**src/design/tvfs_pkg.sv**
```systemverilog
// Shared types and constants for the TSDF voxel fuse and sample block.
// Used by tvfs_div, tvfs_store, tvfs_interp and the top level.
package tvfs_pkg;

  // Input item kinds carried in tuser
  localparam logic [1:0] MODE_FUSE   = 2'd0;
  localparam logic [1:0] MODE_SAMPLE = 2'd1;
  localparam logic [1:0] MODE_CLEAR  = 2'd2;

  // Configuration register indexes
  localparam logic [0:0] REG_TRUNC = 1'b0;
  localparam logic [0:0] REG_MAXW  = 1'b1;

  // Q1.14 unity
  localparam logic [14:0] TSDF_ONE = 15'd16384;

  // Divider geometry
  localparam int DIV_W  = 32;
  localparam int DIV_DW = 16;
  localparam int DIV_SW = 5;

  // Division steps for each use
  localparam logic [DIV_SW-1:0] STEPS_TSDF  = 5'd14;
  localparam logic [DIV_SW-1:0] STEPS_AVG   = 5'd23;
  localparam logic [DIV_SW-1:0] STEPS_COLOR = 5'd16;

  typedef enum logic [2:0] {
    ST_CLEAR,
    ST_IDLE,
    ST_FUSE_RD,
    ST_FUSE_TDIV,
    ST_FUSE_NDIV,
    ST_SAMPLE,
    ST_DONE
  } tvfs_state_t;

  // Request to a bit-serial divider
  typedef struct packed {
    logic              start;
    logic [DIV_SW-1:0] steps;
    logic [DIV_DW-1:0] rem_init;
    logic [DIV_W-1:0]  dividend;
    logic [DIV_DW-1:0] divisor;
  } tvfs_div_req_t;

  // Write enables of the voxel store
  typedef struct packed {
    logic we_weight;
    logic we_data;
  } tvfs_wen_t;

  // Control of the trilinear accumulator
  typedef struct packed {
    logic       start;
    logic       issue;
    logic [2:0] corner;
  } tvfs_smp_ctl_t;

endpackage

```
**src/design/tvfs_interp.sv**
```systemverilog
// Trilinear accumulator: four-stage pipeline over the eight cell corners.
// Depends on tvfs_pkg; corner data comes from tvfs_store in the cycle after issue.
module tvfs_interp import tvfs_pkg::*; (
  input  logic               clk,
  input  logic               rst_n,
  input  tvfs_smp_ctl_t      ctl,
  input  logic [7:0]         frac_x,
  input  logic [7:0]         frac_y,
  input  logic [7:0]         frac_z,
  input  logic [7:0]         rd_weight,
  input  logic signed [15:0] rd_tsdf,
  output logic               done,
  output logic               empty,
  output logic signed [15:0] value
);

  logic [8:0]         wx, wy, wz;
  logic               va_r, vb_r, vc_r;
  logic               last_a_r, last_b_r, last_c_r;
  logic [17:0]        wxy_r;
  logic [8:0]         wz_r;
  logic [26:0]        wxyz_full;
  logic [24:0]        wxyz_r;
  logic signed [15:0] tsdf_b_r;
  logic signed [41:0] prod_r;
  logic signed [43:0] acc_r;
  logic signed [43:0] acc_adj;
  logic               empty_r;
  logic               done_r;

  // corner weights: f for the upper corner, 256 - f for the lower one
  assign wx = ctl.corner[0] ? {1'b0, frac_x} : (9'd256 - {1'b0, frac_x});
  assign wy = ctl.corner[1] ? {1'b0, frac_y} : (9'd256 - {1'b0, frac_y});
  assign wz = ctl.corner[2] ? {1'b0, frac_z} : (9'd256 - {1'b0, frac_z});
  assign wxyz_full = wxy_r * wz_r;

  // stage valids
  always_ff @(posedge clk) begin
    if (!rst_n) begin
      va_r   <= 1'b0;
      vb_r   <= 1'b0;
      vc_r   <= 1'b0;
      done_r <= 1'b0;
    end else begin
      va_r   <= ctl.issue;
      vb_r   <= va_r;
      vc_r   <= vb_r;
      done_r <= vc_r && last_c_r;
    end
  end

  // stages A to C: weight products, corner tsdf times weight
  always_ff @(posedge clk) begin
    wxy_r    <= wx * wy;
    wz_r     <= wz;
    last_a_r <= (ctl.corner == 3'd7);
    wxyz_r   <= wxyz_full[24:0];
    tsdf_b_r <= rd_tsdf;
    last_b_r <= last_a_r;
    prod_r   <= tsdf_b_r * $signed({1'b0, wxyz_r});
    last_c_r <= last_b_r;
  end

  // stage D: accumulate, and note any empty corner
  always_ff @(posedge clk) begin
    if (ctl.start) begin
      acc_r   <= '0;
      empty_r <= 1'b0;
    end else begin
      if (vc_r) begin
        acc_r <= acc_r + {{2{prod_r[41]}}, prod_r};
      end
      if (va_r && (rd_weight == 8'd0)) begin
        empty_r <= 1'b1;
      end
    end
  end

  // divide by 2^24, truncating toward zero
  assign acc_adj = acc_r + (acc_r[43] ? 44'sd16777215 : 44'sd0);
  assign value   = acc_adj[39:24];
  assign empty   = empty_r;
  assign done    = done_r;

endmodule

```
**config.mk**
```make
export PLATFORM = sky130hd
export DESIGN_NAME = tvfs_interp
export DESIGN_NICKNAME = d
export VERILOG_FILES = /design/src/design/tvfs_pkg.sv /design/src/design/tvfs_interp.sv
export SDC_FILE = /design/constraint.sdc
export NUM_CORES = 2
export LEC_CHECK = 0
export BUFFER_PORTS_ARGS = -buffer_cell sky130_fd_sc_hd__buf_4
export CORE_ASPECT_RATIO = 1.5
export CORE_UTILIZATION = 25
export DETAILED_ROUTE_END_ITERATION = 6
export PLACE_DENSITY_LB_ADDON = 0.2
export SETUP_SLACK_MARGIN = 0.2
export SYNTH_ARGS = -nofsm -noshare
export SYNTH_HDL_FRONTEND = slang
export SYNTH_SLANG_ARGS = --single-unit
```
**constraint.sdc**
```tcl
create_clock -name clk -period 6.8 [get_ports clk]
set_input_delay 1.36 -clock clk [delete_from_list [all_inputs] [get_ports clk]]
set_output_delay 1.36 -clock clk [all_outputs]
set_load 0.01 [all_outputs]
```
==> metrics.sh <==
GRT_PASS1_WL_UM=124000
TIGHTEST_SLEW_NS=0.845
FILL_CELL_COUNT=12274
NUMBER_OF_ANTENNA_VIOLATIONS_AT_THE_FIRST_CHECK_IN_GLOBAL_ROUTING=1
ROW_COUNT=151
STATUS='completed'
GPL.FINAL_WEIGHTED_CONGESTION=0.812
NETLIST_TOP_CELLS_COUNT='621 x sky130_fd_sc_hd__inv_1, 483 x sky130_fd_sc_hd__fa_1, 407 x sky130_fd_sc_hd__nand2_1'
FINALCLOCKSKEW_NS=0.0168
STARTING_DENSITY_OF_THE_CORE_PCT=25.2
DIE_H_UM=415
GRT_BUSIEST_LAYER='met2'
CLKTRANSATPATHREGS_NS=0.08
DRT-TOTAL-WL_UM=76000
CRITICAL_PATH_REQUIRED_NS=7.24
FMAXACHIEVABLE_MHz=158
SKEW_PAIR_LATE_INSERTION_DELAY_NS=0.52
DIEAREA_UM2=115000
WORSTHOLDPATHTYPE='reg -> reg'
NETLIST.AREA_LEADER.SHARE_PCT=34.0
POSTLAYOUTSETUPSLACKWORST_NS=0.463
NETLIST_TOP_CELLS_AREA='sky130_fd_sc_hd__fa_1 34%, sky130_fd_sc_hd__ha_1 13%, sky130_fd_sc_hd__dfxtp_1 11%, sky130_fd_sc_hd__inv_1 8.2%, sky130_fd_sc_hd__and2_1 6.2%'
CTS_HOLD_BUFFERS=0
DIE_WIDTH_UM=278
MULTIINPUTGATEAREA_UM2=22400
GR-USAGE-ALL-LAYERS_PCT=13.7
GRT_START_MAX_NET_PINS=53
NNETSFINAL=4141
GRT_UTIL_MET2_PCT=27.5
AREAGROWTHSYNTHTOFINISH_PCT=11.2
NETLIST_INSTANCES=3264
PLACEABLECOREAREA_UM2=113000
NUMCTSBUFFERS=17
SETUP.WORST_PATH.START_CLASS='flip-flop'
DRT_ITER0_DRCS=681
CLOCK-ROOT-BUFFER='sky130_fd_sc_hd__clkbuf_16'
WORST_R2R_PATH_DEPTH=22
HTREE_LEVELS=4
GLOBALROUTEMET1UTIL_PCT=14.6
CLOCK_SINK_COUNT=162
DPL-INSTANCE-AREA_UM2=31000
GRTUSAGEMET3_PCT=1.37
YOSYSMOSTFREQUENTCELL='sky130_fd_sc_hd__inv_1'
FLOORPLAN.IO_PINS=73
MAPPEDNETLISTAREA_UM2=28500
FIRST_GLOBAL_VIAS=23351
CONGESTION_OVERFLOW_GR=0
TIMING.SETUP.CRITICAL_PATH_CLASS='reg -> reg'
WORST_EP_ARRIVAL_TIME_NS=6.78
WORST_SETUP_PATH_END_KIND='flip-flop'
PLACE_HPWL_UM=64600
FIN_CRIT_NS=6.34
N_ANTENNA_CELL=0
YOSYSTOPAREACELL='sky130_fd_sc_hd__fa_1'
DETAILEDPLACE.WORSTSLACK_NS=0.137
DRV.MAX_CAP_VIOLATION_COUNT=0
HOLDPATHSTAGES=0
YOSYS_WARNINGS=0
SYNTH_TOP_FLOP_CELL='sky130_fd_sc_hd__dfxtp_1'
FIRSTDRTPASSITERS=5
SYNTHDISTINCTLIBCELLS=82
FIN_CRIT_SH_PCT=93.2
YS_ASYNC_SR_FRACTION_PCT=0
SYNTH.YOSYS.SEQ_AREA_SHARE_PCT=11.4
CTS_TREE='built'
CLK_PATH_BUF_DEPTH=2
POST-ROUTE-UTIL_PCT=28.0
FF_LATCH_AREA_UM2=3250
ROUTED-VIA-COUNT=21107
SETUP-TNS-FINAL_NS=0
YS_SEQ_ELEMENTS=162
FINAL_MAX_SLEW_VIOL_COUNT=0
MAX_SLEW_MARGIN_PCT=43.6
SYNTHESIS.NETS=4089
SETUP_VIOLATIONS=0
SYNTH_ENABLE_FLOP_CELLS=0
DESIGN_AREA_UM2=31700
LAYOUT_CELL_SHARE_WITH_DRIVE_STRENGTH_BEYOND_1_PCT=7.57
GRT_SETUP_UNREPAIRED='yes'
MEAN_AREA_PER_SYNTHESIZED_CELL_UM2=8.73
FINALHOLDVIOLCOUNT=0
ROUTE.ANTENNA.REMAINING_NETS=0
WIRE_PER_INST_UM=15.9
POST_DRT_VIA_CELL_RATIO=4.41
DRC=0
PORT_BUFFERS=72
TIMING.CRITICAL_PATH.FANOUT_MAX=10
[repair_timing]
action | 4_1_cts | 5_1_grt
hold endpoints to repair | 0 | 0
setup buffers | 0 | 1
resized for setup | 0 | 15
endpoints found under the setup margin | 0 | 12
[flip-flops by register name, summed over array words and instances, names as in the netlist]
signal	flops
empty	1
vc_r	1
prod_r	42
last_b_r	1
va_r	1
wxy_r	18
acc_r	44
tsdf_b_r	16
last_a_r	1
wz_r	9
done	1
last_c_r	1
wxyz_r	25
vb_r	1
[metal layers]
layer	up-vias	wire length, um
li1	10252	-
met1	10550	30300
met2	215	42400
met3	90	1250
met4	0	2060
met5	-	0
[worst paths after layout]
kind,start,endpoint,slack [ns]
worst max-delay path,tsdf_b_r[12],prod_r[38],0.46
worst min-delay path,last_a_r,last_b_r,0.40
worst max register to register,tsdf_b_r[12],prod_r[38],0.46
worst min register to register,last_a_r,last_b_r,0.40
[cell families after synthesis]
logic type / count (synthesis) / synth area share [%]
DFF: 162 / 11.4
buffers and inverters: 748 / 9.88
and+or+nand+nor: 1019 / 17.4
muxes: 27 / 0.971
xor gates and xnor gates: 132 / 4.06
AOI/OAI and AO/OA: 406 / 9.78
adders and majority gates: 770 / 46.6
[cells in the final DEF (no fill, tap or decap), types with 5 or more instances in the layout]
| cell | n |
|---|---|
| sky130_fd_sc_hd__ha_1 | 286 |
| sky130_fd_sc_hd__nor3_1 | 34 |
| sky130_fd_sc_hd__o21ai_0 | 56 |
| sky130_fd_sc_hd__or3_1 | 8 |
| sky130_fd_sc_hd__buf_4 | 158 |
| sky130_fd_sc_hd__o21ai_1 | 7 |
| sky130_fd_sc_hd__clkbuf_16 | 17 |
| sky130_fd_sc_hd__fa_1 | 483 |
| sky130_fd_sc_hd__dfxtp_2 | 9 |
| sky130_fd_sc_hd__nand3_1 | 28 |
| sky130_fd_sc_hd__inv_8 | 6 |
| sky130_fd_sc_hd__o21a_1 | 13 |
| sky130_fd_sc_hd__nand2_1 | 407 |
| sky130_fd_sc_hd__a21o_1 | 67 |
| sky130_fd_sc_hd__and3_1 | 17 |
| sky130_fd_sc_hd__nand2b_1 | 17 |
| sky130_fd_sc_hd__nor4b_1 | 5 |
| sky130_fd_sc_hd__and4_1 | 5 |
| sky130_fd_sc_hd__a31oi_1 | 11 |
| sky130_fd_sc_hd__xnor2_1 | 87 |
| sky130_fd_sc_hd__dfxtp_1 | 153 |
| sky130_fd_sc_hd__mux2i_1 | 22 |
| sky130_fd_sc_hd__a211oi_1 | 14 |
| sky130_fd_sc_hd__a211o_1 | 7 |
| sky130_fd_sc_hd__a21oi_2 | 10 |
| sky130_fd_sc_hd__nor2b_1 | 22 |
| sky130_fd_sc_hd__nand4_1 | 18 |
| sky130_fd_sc_hd__o21bai_1 | 20 |
| sky130_fd_sc_hd__and2_1 | 280 |
| sky130_fd_sc_hd__nor2_1 | 156 |
| sky130_fd_sc_hd__inv_1 | 621 |
| sky130_fd_sc_hd__o211ai_1 | 11 |
| sky130_fd_sc_hd__a21oi_1 | 122 |
| sky130_fd_sc_hd__xor2_1 | 45 |
[per-stage QoR]
step	hold WS, ns	cells
after floorplan	0.310	3264
after global placement	0.377	4749
after detailed placement	0.377	4749
after CTS	0.397	4781
after global routing	0.399	4782
final	0.397	4782
[final cells by class]
type | instances | share of cell area (%)
clock buffer | 18 | 1.39
clock inverter | 14 | 0.585
tap | 1453 | 5.74
sequential | 162 | 10.3
timing repair buffer | 159 | 3.78
inverter | 622 | 7.37
multi-input combinational | 2354 | 70.9
[worst max-delay path, stage by stage (launching register included)]
cell	delay, ns
sky130_fd_sc_hd__dfxtp_1	0.76
sky130_fd_sc_hd__and2_1	0.24
sky130_fd_sc_hd__fa_1	0.41
sky130_fd_sc_hd__inv_1	0.09
sky130_fd_sc_hd__fa_1	0.38
sky130_fd_sc_hd__inv_1	0.08
sky130_fd_sc_hd__fa_1	0.42
sky130_fd_sc_hd__fa_1	0.47
sky130_fd_sc_hd__fa_1	0.49
sky130_fd_sc_hd__inv_1	0.05
sky130_fd_sc_hd__fa_1	0.47
sky130_fd_sc_hd__inv_1	0.04
sky130_fd_sc_hd__ha_1	0.33
sky130_fd_sc_hd__and3_1	0.20
sky130_fd_sc_hd__and2_1	0.17
sky130_fd_sc_hd__and2_1	0.14
sky130_fd_sc_hd__a22oi_2	0.22
sky130_fd_sc_hd__a21o_2	0.21
sky130_fd_sc_hd__o21ai_2	0.11
sky130_fd_sc_hd__a221oi_4	0.36
sky130_fd_sc_hd__o221ai_2	0.17
sky130_fd_sc_hd__a221oi_2	0.28
sky130_fd_sc_hd__xnor2_1	0.15
Power is not shown: default switching activity piles up to over one toggle a cycle in this logic, so the estimate is an artifact.
