==> src/design/tvfs_pkg.sv <==
// Shared types and constants for the TSDF voxel fuse and sample block.
// Used by tvfs_div, tvfs_store, tvfs_interp and the top level.
package tvfs_pkg;

  // Input item kinds carried in tuser
  localparam logic [1:0] MODE_FUSE   = 2'd0;
  localparam logic [1:0] MODE_SAMPLE = 2'd1;
  localparam logic [1:0] MODE_CLEAR  = 2'd2;

  // Configuration register indexes
  localparam logic [0:0] REG_TRUNC = 1'b0;
  localparam logic [0:0] REG_MAXW  = 1'b1;

  // Q1.14 unity
  localparam logic [14:0] TSDF_ONE = 15'd16384;

  // Divider geometry
  localparam int DIV_W  = 32;
  localparam int DIV_DW = 16;
  localparam int DIV_SW = 5;

  // Division steps for each use
  localparam logic [DIV_SW-1:0] STEPS_TSDF  = 5'd14;
  localparam logic [DIV_SW-1:0] STEPS_AVG   = 5'd23;
  localparam logic [DIV_SW-1:0] STEPS_COLOR = 5'd16;

  typedef enum logic [2:0] {
    ST_CLEAR,
    ST_IDLE,
    ST_FUSE_RD,
    ST_FUSE_TDIV,
    ST_FUSE_NDIV,
    ST_SAMPLE,
    ST_DONE
  } tvfs_state_t;

  // Request to a bit-serial divider
  typedef struct packed {
    logic              start;
    logic [DIV_SW-1:0] steps;
    logic [DIV_DW-1:0] rem_init;
    logic [DIV_W-1:0]  dividend;
    logic [DIV_DW-1:0] divisor;
  } tvfs_div_req_t;

  // Write enables of the voxel store
  typedef struct packed {
    logic we_weight;
    logic we_data;
  } tvfs_wen_t;

  // Control of the trilinear accumulator
  typedef struct packed {
    logic       start;
    logic       issue;
    logic [2:0] corner;
  } tvfs_smp_ctl_t;

endpackage

==> src/design/tvfs_div.sv <==
// Restoring bit-serial divider, one quotient bit per cycle.
// Depends on tvfs_pkg for the request struct and widths.
module tvfs_div import tvfs_pkg::*; (
  input  logic                clk,
  input  logic                rst_n,
  input  tvfs_div_req_t       req,
  output logic                busy,
  output logic [DIV_W-1:0]    quot
);

  logic [DIV_DW:0]    rem_r;
  logic [DIV_W-1:0]   q_r;
  logic [DIV_DW-1:0]  div_r;
  logic [DIV_SW-1:0]  cnt_r;
  logic               busy_r;
  logic [DIV_DW:0]    shifted;
  logic               ge;

  // one shift, compare and subtract step
  assign shifted = {rem_r[DIV_DW-1:0], q_r[DIV_W-1]};
  assign ge      = (shifted >= {1'b0, div_r});

  always_ff @(posedge clk) begin
    if (!rst_n) begin
      busy_r <= 1'b0;
      cnt_r  <= '0;
    end else if (req.start) begin
      busy_r <= (req.steps != '0);
      cnt_r  <= req.steps;
    end else if (busy_r) begin
      cnt_r  <= cnt_r - 1'b1;
      busy_r <= (cnt_r != DIV_SW'(1));
    end
  end

  // datapath
  always_ff @(posedge clk) begin
    if (req.start) begin
      rem_r <= {1'b0, req.rem_init};
      q_r   <= req.dividend;
      div_r <= req.divisor;
    end else if (busy_r) begin
      rem_r <= ge ? (shifted - {1'b0, div_r}) : shifted;
      q_r   <= {q_r[DIV_W-2:0], ge};
    end
  end

  assign busy = busy_r;
  assign quot = q_r;

endmodule

==> config.mk <==
export PLATFORM = sky130hd
export DESIGN_NAME = tvfs_div
export DESIGN_NICKNAME = d
export VERILOG_FILES = /design/src/design/tvfs_pkg.sv /design/src/design/tvfs_div.sv
export SDC_FILE = /design/constraint.sdc
export NUM_CORES = 1
export LEC_CHECK = 0
export BUFFER_PORTS_ARGS = -buffer_cell sky130_fd_sc_hd__buf_4
export CAP_MARGIN = 20
export CORE_ASPECT_RATIO = 1.75
export CORE_MARGIN = 2
export CORE_UTILIZATION = 53
export DETAILED_ROUTE_END_ITERATION = 10
export PLACE_DENSITY = 0.87
export SYNTH_ARGS = -nofsm -noshare
export SYNTH_HDL_FRONTEND = slang
export SYNTH_SLANG_ARGS = --single-unit
==> constraint.sdc <==
create_clock -name clk -period 2.7 [get_ports clk]
set_input_delay 0.27 -clock clk [delete_from_list [all_inputs] [get_ports clk]]
set_output_delay 0.27 -clock clk [all_outputs]
set_load 0.01 [all_outputs]
==> results by group, run 1 <==
Critical path
  • Startpoint types: register
  • Worst Path Max Fanout: 8
  • Top Family by Delay on Critical Path: compound AO/OA/AOI/OAI gates
  • Crit path DAT: 2.60 ns
  • CP max stage delay: 0.44 ns
  • CP bufs+invs: 0
  • Slowest stage cell, crit path: ha_1
  • Crit-path cells: ha_1 > a21o_1 > a31oi_4 > o21ai_2 > a211oi_4 > nand2_1 > mux2_2
  • R2r startpoint: rem_r[11]$_DFFE_PP_
  • CP endpoint kind: register
  • Critical Path Start: rem_r[11]$_DFFE_PP_
  • Worst EP required: 2.78 ns
  • CP Class: register to register

Floorplan
  • Die area: 0.008406 mm2
  • Die Y-Extent: 119.8 um
  • Num rows: 42
  • Core area: 0.007515 mm2
  • Initial Util: 54.05%
  • Die Wd: 70.17 um
  • Ports: 105

Routing
  • Remaining DRCs: 0
  • Post-Route WL: 10.11 mm
  • First-pass detailed-route iteration total: 4
  • Routed length per instance: 18.54 um
  • ANT nets after route: 0
  • Vias: 3274
  • Avg Vias per Cell: 6.007
  • DR iter-0 viols: 335

Clock network
  • TritonCTS Buffers: 9
  • CTS clock-pin slew for the worst setup and hold paths: 0.06 ns
  • Worst skew pair latency: 0.33 ns
  • H-tree Lvls: 3
  • # clock sinks: 70
  • CTS Hold Bufs: 0
  • Clock buffer depth: 2
  • CTS tree: done
  • CTS Root Buffer Type: clkbuf_16

STA
  • Max Clock Freq: 397.4 MHz
  • Total Neg Setup Slack: 0 ns
  • Max Transition Viols Final: 0
  • Hold Fails Final Rpt: 0
  • Rel. slew slack: 57.61%
  • Tcrit/Tclk final: 93.20%
  • Fin Clk Skew: 0.005784 ns
  • Least-Margin Pin Slew: 0.6359 ns
  • Unrepaired setup endpoints after global routing: no
  • Fin crit period: 2.516 ns
  • Setup-failing EPs final: 0

Synthesis
  • Largest family of logic cells by synthesized area: compound AO/OA/AOI/OAI gates
  • Top_reg_cell synth: edfxtp_1
  • Post-synthesis simple-gate area fraction: 10.75%
  • Syn Inst Count: 343
  • Sequential share of the synthesized area: 50.28%
  • FF+latch count, synth: 70
  • Synth cell types: 64
  • Ys async rst share: 0%
  • Post-synth net total: 434
  • Compound-Gate Fraction of Synth Area: 16.36%
  • Adder-Cell Fraction of Synth Area: 6.038%
  • Syn. warnings: 0
  • Mapped cell area: 0.004061 mm2
  • Mux cell area share after synthesis: 9.119%
  • Avg Inst Size Synth: 11.84 um2
  • Post-synth EDFFs: 64
  • XOR/XNOR Fraction of Synth Area: 3.019%

Final layout
  • Final net count: 543
  • Area growth syn-to-layout: 28.43%
  • Most frequent cells in the layout: buf_4, edfxtp_1, mux2_2
  • Filler cell count: 537
  • Antenna diode count: 0
  • Share of layout cells above drive strength 1: 38.73%
  • Commonest non-fill, non-tap cell in the layout: buf_4
  • Finished Layout Cells: 545

Global routing
  • Overall routing resource usage: 24.13%
  • Number of global-route vias before repair: 3437
  • Remaining Overflow, GRT: 0
  • Largest net degree at the start of global routing: 49
  • Initial antenna violation count: 0
  • First-pass GRT wire length: 15.90 mm

Power
  • Net switching power: 0.001332 W
  • Sw Ratio: 33.28%
  • Peak supply drop: 0.4386 mV
  • Sequential share of power: 37.3%
  • PD cells: 767.0 mW/mm2
  • Clock share of power: 26.3%
  • Internal: 0.002669 W
  • Combinational share of power: 36.4%
  • Leak: 2.153 nW

Run
  • Maxcap violations: 0

Place
  • Placer congestion estimate: 0.8842
  • PortBufs: 104
  • Detailed placement HPWL: 7.238 mm
  • Dpl cells: 528

Status
  • Status: completed

Worst hold path
  • Min-delay src: req[10]
  • Hold Path Class: input port to register
## power by group through the flow
stage,Sequential (W),Combinational (W),Clock (W)
finish,0.00149,0.00146,0.00105
global route,0.00151,0.00158,0.00110
CTS,0.00149,0.00143,0.00106
detailed placement,0.00151,0.00141,0
global placement,0.00150,0.00137,0
floorplan,0.00151,0.000985,0
## routing by layer
| layer | vias up | share of wire (%) | wire length [um] | global-route usage [%] |
|---|---|---|---|---|
| li1 | 1533 | - | - | - |
| met1 | 1563 | 35 | 3540 | 25.38 |
| met2 | 145 | 55 | 5583 | 43.75 |
| met3 | 33 | 7.2 | 728 | 6.969 |
| met4 | 0 | 2.5 | 254 | 10.82 |
| met5 | - | 0 | 0 | 0 |
## Yosys cell counts (3+ instances only)
cell / instances / area [um2]
nor2b_1: 3 / 18.77
dfxtp_1: 6 / 120.1
edfxtp_1: 64 / 1922
a31oi_1: 6 / 37.54
nor4b_1: 3 / 26.28
o221ai_1: 4 / 35.03
nand2_1: 27 / 101.4
and2_1: 3 / 18.77
a21o_1: 5 / 37.54
o311ai_1: 5 / 43.79
inv_1: 24 / 90.09
nor3_1: 3 / 15.01
nand4_1: 7 / 43.79
a211oi_1: 5 / 37.54
buf_6: 3 / 33.78
o211ai_1: 6 / 45.04
buf_1: 3 / 11.26
a21oi_1: 13 / 65.06
buf_2: 3 / 15.01
nor2_1: 9 / 33.78
clkbuf_1: 6 / 22.52
ha_1: 18 / 225.2
o21ai_0: 16 / 80.08
nand3_1: 6 / 30.03
mux2_2: 32 / 360.4
xor2_1: 4 / 35.03
xnor2_1: 10 / 87.58
nand2b_1: 5 / 31.28
o211a_1: 3 / 30.03
## state kept, by name (all words and copies together) (netlist names)
register and count:
busy 1, cnt_r 5, quot 32, div_r 16
rem_r 16
## path summary, 6_finish.rpt
check        slack [ns]  cells after the start                  end
max reg2reg        0.18                      7    quot[0]$_DFFE_PP_
max                0.18                      7    quot[0]$_DFFE_PP_
min                0.12                      1  div_r[10]$_DFFE_PP_
min reg2reg        0.59                      1   quot[23]$_DFFE_PP_
## final cells by class
class                           count  area [um2]  share of cell area (%)
Clock inverter                      5       26.28                  0.5037
Clock buffer                       11       232.7                   4.462
Inverter                           24       90.09                   1.727
Multi-Input combinational cell    233        1847                   35.40
Timing Repair Buffer              114       868.3                   16.65
Sequential cell                    70        2042                   39.15
Tap cell                           88       110.1                   2.111
## per-stage QoR
step | utilization [%] | hold slack, ns | worst slack [ns] | cell area (um2) | power (W)
final | 69.41 | 0.1155 | 0.1837 | 5216 | 0.004001
after global routing | 69.41 | 0.1095 | 0.04353 | 5216 | 0.004182
after CTS | 69.25 | 0.1117 | 0.03500 | 5204 | 0.003976
after detailed placement | 65.80 | 0.4493 | 0.1068 | 4945 | 0.002918
after global placement | 65.80 | 0.4485 | 0.1563 | 4945 | 0.002871
after floorplan | - | 0.3689 | 0.2441 | 4061 | 0.002493
## timing repair
action	CTS	global route
resized for setup	0	2
setup endpoints to repair	0	3
buffers inserted	0	1
## cell families after synthesis
| kind of cell | Yosys count |
|---|---|
| AOI/OAI and AO/OA | 87 |
| xor gates and xnor gates | 14 |
| muxes | 33 |
| DFF | 70 |
| adders and majority gates | 19 |
| and+or+nand+nor | 80 |
| buffers and inverters | 40 |
No activity file was read; power rests on OpenSTA's default activity.
==> run 2: changes to the inputs <==
--- a/config.mk
+++ b/config.mk
@@ -12,6 +12,7 @@
 export CORE_UTILIZATION = 53
 export DETAILED_ROUTE_END_ITERATION = 10
 export PLACE_DENSITY = 0.87
+export REMOVE_ABC_BUFFERS = 1
 export SYNTH_ARGS = -nofsm -noshare
 export SYNTH_HDL_FRONTEND = slang
 export SYNTH_SLANG_ARGS = --single-unit
==> results by group, run 2 (synthesized netlist as in run 1, its figures left out) <==
Critical path
  • R2r startpoint: quot[31]$_DFFE_PP_
  • CP Class: register to register
  • Startpoint types: register
  • CP endpoint kind: register
  • Crit path DAT: 2.65 ns (+0.05 ns)
  • Reg2reg setup slack: 0.12 ns (-0.07 ns)
  • Worst Path Max Fanout: 3 (-5)
  • Worst R2R Path Depth: 10 (+3)
  • RR Endpoint: rem_r[12]$_DFFE_PP_
  • Worst EP required: 2.77 ns (about the same)

Power
  • PD cells: 783.5 mW/mm2 (+2.1%)
  • Peak supply drop: 0.6066 mV (+38%)
  • Leak: 2.157 nW (+0.17%)

Clock network
  • Worst skew pair latency: 0.33 ns (about the same)
  • # clock sinks: 70 (unchanged)
  • H-tree Lvls: 3 (unchanged)
  • TritonCTS Buffers: 9 (unchanged)
  • CTS Root Buffer Type: clkbuf_16
  • CTS clock-pin slew for the worst setup and hold paths: 0.06 ns (about the same)
  • CTS tree: done
  • CTS Hold Bufs: 0 (unchanged)
  • Clock buffer depth: 2 (unchanged)

Run
  • Maxcap violations: 0 (unchanged)

Floorplan
  • Ports: 105 (unchanged)
  • Die Wd: 70.17 um (unchanged)
  • Core area: 0.007515 mm2 (unchanged)
  • Die area: 0.008406 mm2 (unchanged)
  • Die Y-Extent: 119.8 um (unchanged)
  • Initial Util: 54.05% (unchanged)
  • Num rows: 42 (unchanged)

Routing
  • DR iter-0 viols: 216 (-36%)
  • First-pass detailed-route iteration total: 4 (unchanged)
  • Routed length per instance: 18.23 um (-1.7%)
  • Vias: 3263 (-0.34%)
  • Avg Vias per Cell: 5.987 (-0.34%)
  • Post-Route WL: 9.936 mm (-1.7%)
  • ANT nets after route: 0 (unchanged)
  • Remaining DRCs: 0 (unchanged)

STA
  • Hold Fails Final Rpt: 0 (unchanged)
  • Least-Margin Pin Slew: 0.5105 ns (-0.1254 ns)
  • Rel. slew slack: 65.76% (+8.2 points)
  • Setup-failing EPs final: 0 (unchanged)
  • Tcrit/Tclk final: 95.69% (+2.5 points)
  • Fin Clk Skew: 0.01049 ns (+0.004703 ns)
  • Max Transition Viols Final: 0 (unchanged)
  • Final WS setup: 0.1163 ns (-0.06746 ns)
  • Fin crit period: 2.584 ns (+0.06746 ns)
  • Max Clock Freq: 387.0 MHz (-2.6%)

Place
  • Placed inst area: 0.004945 mm2 (unchanged)
  • Setup WS pre-CTS: 0.01424 ns (-0.09258 ns)
  • PortBufs: 104 (unchanged)
  • Detailed placement HPWL: 7.120 mm (-1.6%)
  • Placer congestion estimate: 0.9575 (+8.3%)

Global routing
  • Initial antenna violation count: 0 (unchanged)
  • Largest net degree at the start of global routing: 49 (unchanged)
  • First-pass GRT wire length: 15.83 mm (-0.48%)
  • Number of global-route vias before repair: 3527 (+2.6%)
  • Overall routing resource usage: 24.29% (+0.16 points)
  • Remaining Overflow, GRT: 0 (unchanged)

Worst hold path
  • Worst Hold End: div_r[3]$_DFFE_PP_
  • Worst Hold Path Cells: 1 (unchanged)
  • Hold Path Class: input port to register
  • Min-delay src: req[3]

Final layout
  • Largest register FFs: 32 (unchanged)
  • Final net count: 543 (unchanged)
  • Area growth syn-to-layout: 28.99%
  • Share of layout cells above drive strength 1: 38.73% (unchanged)
  • Antenna diode count: 0 (unchanged)
  • Filler cell count: 572 (+6.5%)
  • Commonest non-fill, non-tap cell in the layout: buf_4
  • Final Instance Area: 0.005239 mm2 (+0.43%)
  • Most frequent cells in the layout: buf_4, edfxtp_1, mux2_2

Status
  • Status: completed
-- run 2: layout make-up --
| type | count | area [um2] | share of cell area, % |
|---|---|---|---|
| Tap cell | 88 | 110.1 | 2.102 |
| Timing Repair Buffer | 114 | 868.3 | 16.58 |
| Inverter | 24 | 90.09 | 1.720 |
| Multi-Input combinational cell | 233 | 1842 | 35.16 |
| Sequential cell | 70 | 2042 | 38.98 |
| Clock buffer | 12 | 236.5 | 4.514 |
| Clock inverter | 4 | 50.05 | 0.9553 |
-- run 2: through the flow --
stage | total power [W] | util (%) | hold WS, ns | cells | setup TNS (ns)
2_1_floorplan | 0.002447 | - | 0.3689 | 327 | 0
3_3_place_gp | 0.002851 | 65.80 | 0.4479 | 528 | 0
3_5_place_dp | 0.002919 | 65.80 | 0.4493 | 528 | 0
4_1_cts | 0.004094 | 69.61 | 0.1040 | 544 | 0
5_1_grt | 0.004285 | 69.71 | 0.1065 | 545 | -0.006047
6_report | 0.004104 | 69.71 | 0.1110 | 545 | 0
-- run 2: report_power, final --
group	internal (W)	switching, W
sequential	0.00139	0.000102
clock	0.000714	0.000441
combinational	0.000662	0.000794
total	0.00277	0.00134
-- run 2: metal layers --
layer	vias to the layer above	global-route usage, %	routed length, um
met5	-	0	0
met4	0	14.06	458
met3	49	5.374	494
met2	139	44.76	5512
met1	1545	24.50	3472
li1	1530	-	-
-- run 2: worst max-delay path by stage --
stage                            start             endpoint  slack, ns  depth (start not counted)
floorplan           rem_r[2]$_DFFE_PP_    quot[0]$_DFFE_PP_       0.16                          7
global placement    quot[31]$_DFFE_PP_  rem_r[12]$_DFFE_PP_       0.11                         10
detailed placement  quot[31]$_DFFE_PP_  rem_r[12]$_DFFE_PP_       0.01                         10
CTS                 quot[31]$_DFFE_PP_  rem_r[12]$_DFFE_PP_      0.007                         10
global route        quot[31]$_DFFE_PP_  rem_r[10]$_DFFE_PP_     -0.006                         11
finish              quot[31]$_DFFE_PP_  rem_r[12]$_DFFE_PP_       0.12                         10
-- run 2: critical path, stage by stage, from the launching register on --
cell      delay, ns
edfxtp_1       0.38
inv_1          0.09
ha_1           0.16
inv_1          0.05
fa_1           0.42
a211oi_1       0.32
o21ai_1        0.20
a31oi_1        0.27
a21oi_1        0.14
xnor2_1        0.17
o221ai_1       0.12
-- run 2: repair_timing --
| action | CTS | global route |
|---|---|---|
| buffers inserted | 0 | 1 |
| setup endpoints to repair | 0 | 3 |
| endpoints found under the hold margin | 0 | 0 |
| gates resized for setup | 0 | 1 |
==> run 3: changes to the inputs <==
==> constraint.sdc (replaced) <==
create_clock -name clk -period 2.8 [get_ports clk]
set_input_delay 0.28 -clock clk [delete_from_list [all_inputs] [get_ports clk]]
set_output_delay 0.28 -clock clk [all_outputs]
set_load 0.01 [all_outputs]
==> results by group, run 3 (synthesized netlist as in run 1, its figures left out) <==
STA
  • Hold Fails Final Rpt: 0 (unchanged)
  • Tcrit/Tclk final: 92.53% (-3.2 points)
  • Total Neg Setup Slack: 0 ns (unchanged)
  • Max Transition Viols Final: 0 (unchanged)
  • Least-Margin Pin Slew: 0.5800 ns (+0.06955 ns)
  • Unrepaired setup endpoints after global routing: no
  • Rel. slew slack: 61.10% (-4.7 points)
  • Fin crit period: 2.591 ns (+0.007212 ns)
  • Setup-failing EPs final: 0 (unchanged)
  • Hold WS: 0.1272 ns (+0.01627 ns)
  • Fin Clk Skew: 0.005245 ns (-0.005242 ns)
  • Final WS setup: 0.2091 ns (+0.09279 ns)
  • Max Clock Freq: 386.0 MHz (-0.28%)

Power
  • Pwr Total: 0.003850 W (-6.2%)
  • Peak supply drop: 0.4468 mV (-26%)
  • Leak: 2.141 nW (-0.73%)
  • PD cells: 738.6 mW/mm2 (-5.7%)

Global routing
  • Remaining Overflow, GRT: 0 (unchanged)
  • Overall routing resource usage: 23.30% (-0.99 points)
  • First-pass GRT wire length: 15.61 mm (-1.4%)
  • Initial antenna violation count: 0 (unchanged)
  • Number of global-route vias before repair: 3404 (-3.5%)
  • Largest net degree at the start of global routing: 44 (-10%)

Routing
  • ANT nets after route: 0 (unchanged)
  • Routed length per instance: 17.37 um (-4.7%)
  • First-pass detailed-route iteration total: 4 (unchanged)
  • Remaining DRCs: 0 (unchanged)
  • DR iter-0 viols: 225 (+4.2%)
  • Post-Route WL: 9.417 mm (-5.2%)
  • Vias: 3193 (-2.1%)
  • Avg Vias per Cell: 5.891 (-1.6%)

Clock network
  • TritonCTS Buffers: 9 (unchanged)
  • CTS clock-pin slew for the worst setup and hold paths: 0.06 ns (about the same)
  • CTS Hold Bufs: 0 (unchanged)
  • # clock sinks: 70 (unchanged)
  • Worst skew pair latency: 0.32 ns (about the same)
  • CTS tree: done
  • Clock buffer depth: 2 (unchanged)
  • H-tree Lvls: 3 (unchanged)
  • CTS Root Buffer Type: clkbuf_16

Critical path
  • Top Family by Delay on Critical Path: compound AO/OA/AOI/OAI gates
  • Worst Path Max Fanout: 11 (+8)
  • Worst EP required: 2.88 ns (+0.11 ns)
  • CP Class: register to register
  • Startpoint types: register
  • Crit path DAT: 2.67 ns (+0.02 ns)
  • CP bufs+invs: 1 (-1)
  • Crit-path cells: ha_1 > a21o_4 > a31oi_4 > o21ai_2 > a211oi_4 > buf_4 > a21oi_1 > o31a_1
  • Slowest stage cell, crit path: edfxtp_1
  • CP endpoint kind: register
  • CP max stage delay: 0.41 ns (about the same)

Place
  • PortBufs: 104 (unchanged)
  • Detailed placement HPWL: 6.742 mm (-5.3%)
  • Placer congestion estimate: 0.9015 (-5.8%)
  • Setup WS pre-CTS: 0.1474 ns (+0.1331 ns)

Worst hold path
  • Hold Path Class: input port to register

Final layout
  • Commonest non-fill, non-tap cell in the layout: buf_4
  • Most frequent cells in the layout: buf_4, edfxtp_1, mux2_2
  • Final Util: 69.36% (-0.35 points)
  • Area growth syn-to-layout: 28.34%
  • Seq. cell area: 0.002042 mm2 (unchanged)
  • Largest register FFs: 32 (unchanged)
  • Multi-input logic area: 0.001853 mm2 (+0.61%)
  • Final net count: 540 (-0.55%)
  • Share of layout cells above drive strength 1: 38.77% (about the same)
  • Antenna diode count: 0 (unchanged)
  • Filler cell count: 566 (-1.0%)

Floorplan
  • Die Y-Extent: 119.8 um (unchanged)
  • Die Wd: 70.17 um (unchanged)
  • Core area: 0.007515 mm2 (unchanged)
  • Initial Util: 54.05% (unchanged)
  • Die area: 0.008406 mm2 (unchanged)
  • Num rows: 42 (unchanged)
  • Ports: 105 (unchanged)

Run
  • Maxcap violations: 0 (unchanged)

Status
  • Status: completed
-- run 3: changes by cell type in the layout (fill, tap and decap cells not counted) --
| cell | change |
|---|---|
| a31oi_1 | -1 |
| a211oi_1 | -1 |
| a31oi_2 | +1 |
| buf_4 | -3 |
| clkinvlp_4 | -1 |
| clkbuf_8 | +1 |
| a211oi_2 | +1 |
| clkinv_4 | +1 |
| bufinv_16 | -1 |
-- run 3: report_power, final --
group	internal [W]	leakage [nW]	switching (W)	total [W]
Sequential	0.00134	0.690	0.0000951	0.00144
Clock	0.000624	0.130	0.000413	0.00104
Combinational	0.000627	1.32	0.000750	0.00138
Total	0.00259	2.14	0.00126	0.00385
-- run 3: worst paths after layout --
check	from	endpoint	slack, ns	cells past startpoint
hold / removal	req[2]	div_r[2]$_DFFE_PP_	0.13	1
setup / recovery	rem_r[9]$_DFFE_PP_	rem_r[0]$_DFFE_PP_	0.21	8
setup reg to reg	rem_r[9]$_DFFE_PP_	rem_r[0]$_DFFE_PP_	0.21	8
hold reg to reg	quot[24]$_DFFE_PP_	quot[25]$_DFFE_PP_	0.58	1
-- run 3: cell type report --
type | instances | area share, %
tap | 88 | 2.112
inverter | 24 | 1.728
sequential | 70 | 39.17
timing repair buffer | 111 | 16.23
clock buffer | 13 | 4.801
multi-input combinational | 233 | 35.55
clock inverter | 3 | 0.4081
-- run 3: what timing repair did --
action                     CTS  global route
setup endpoints to repair    0             3
buffers inserted             0             0
resized for setup            0             3
-- run 3: worst register-to-register path, stage by stage (launching register included) --
cell and delay, ns:
edfxtp_1 0.41, ha_1 0.41, a21o_4 0.28, a31oi_4 0.18
o21ai_2 0.10, a211oi_4 0.34, buf_4 0.26, a21oi_1 0.09
o31a_1 0.28
-- run 3: routing by layer --
layer / vias up / global-route usage [%] / share of wire, %
met5: - / 0 / 0
met4: 0 / 10.34 / 2.5
met3: 21 / 5.458 / 5.3
met2: 104 / 42.26 / 54
met1: 1549 / 25.41 / 38
li1: 1519 / - / -
-- run 3: per-stage QoR --
step,instance area (um2),instances
finish,5213,542
global route,5213,542
CTS,5201,542
detailed placement,4930,526
global placement,4930,526
floorplan,3971,327
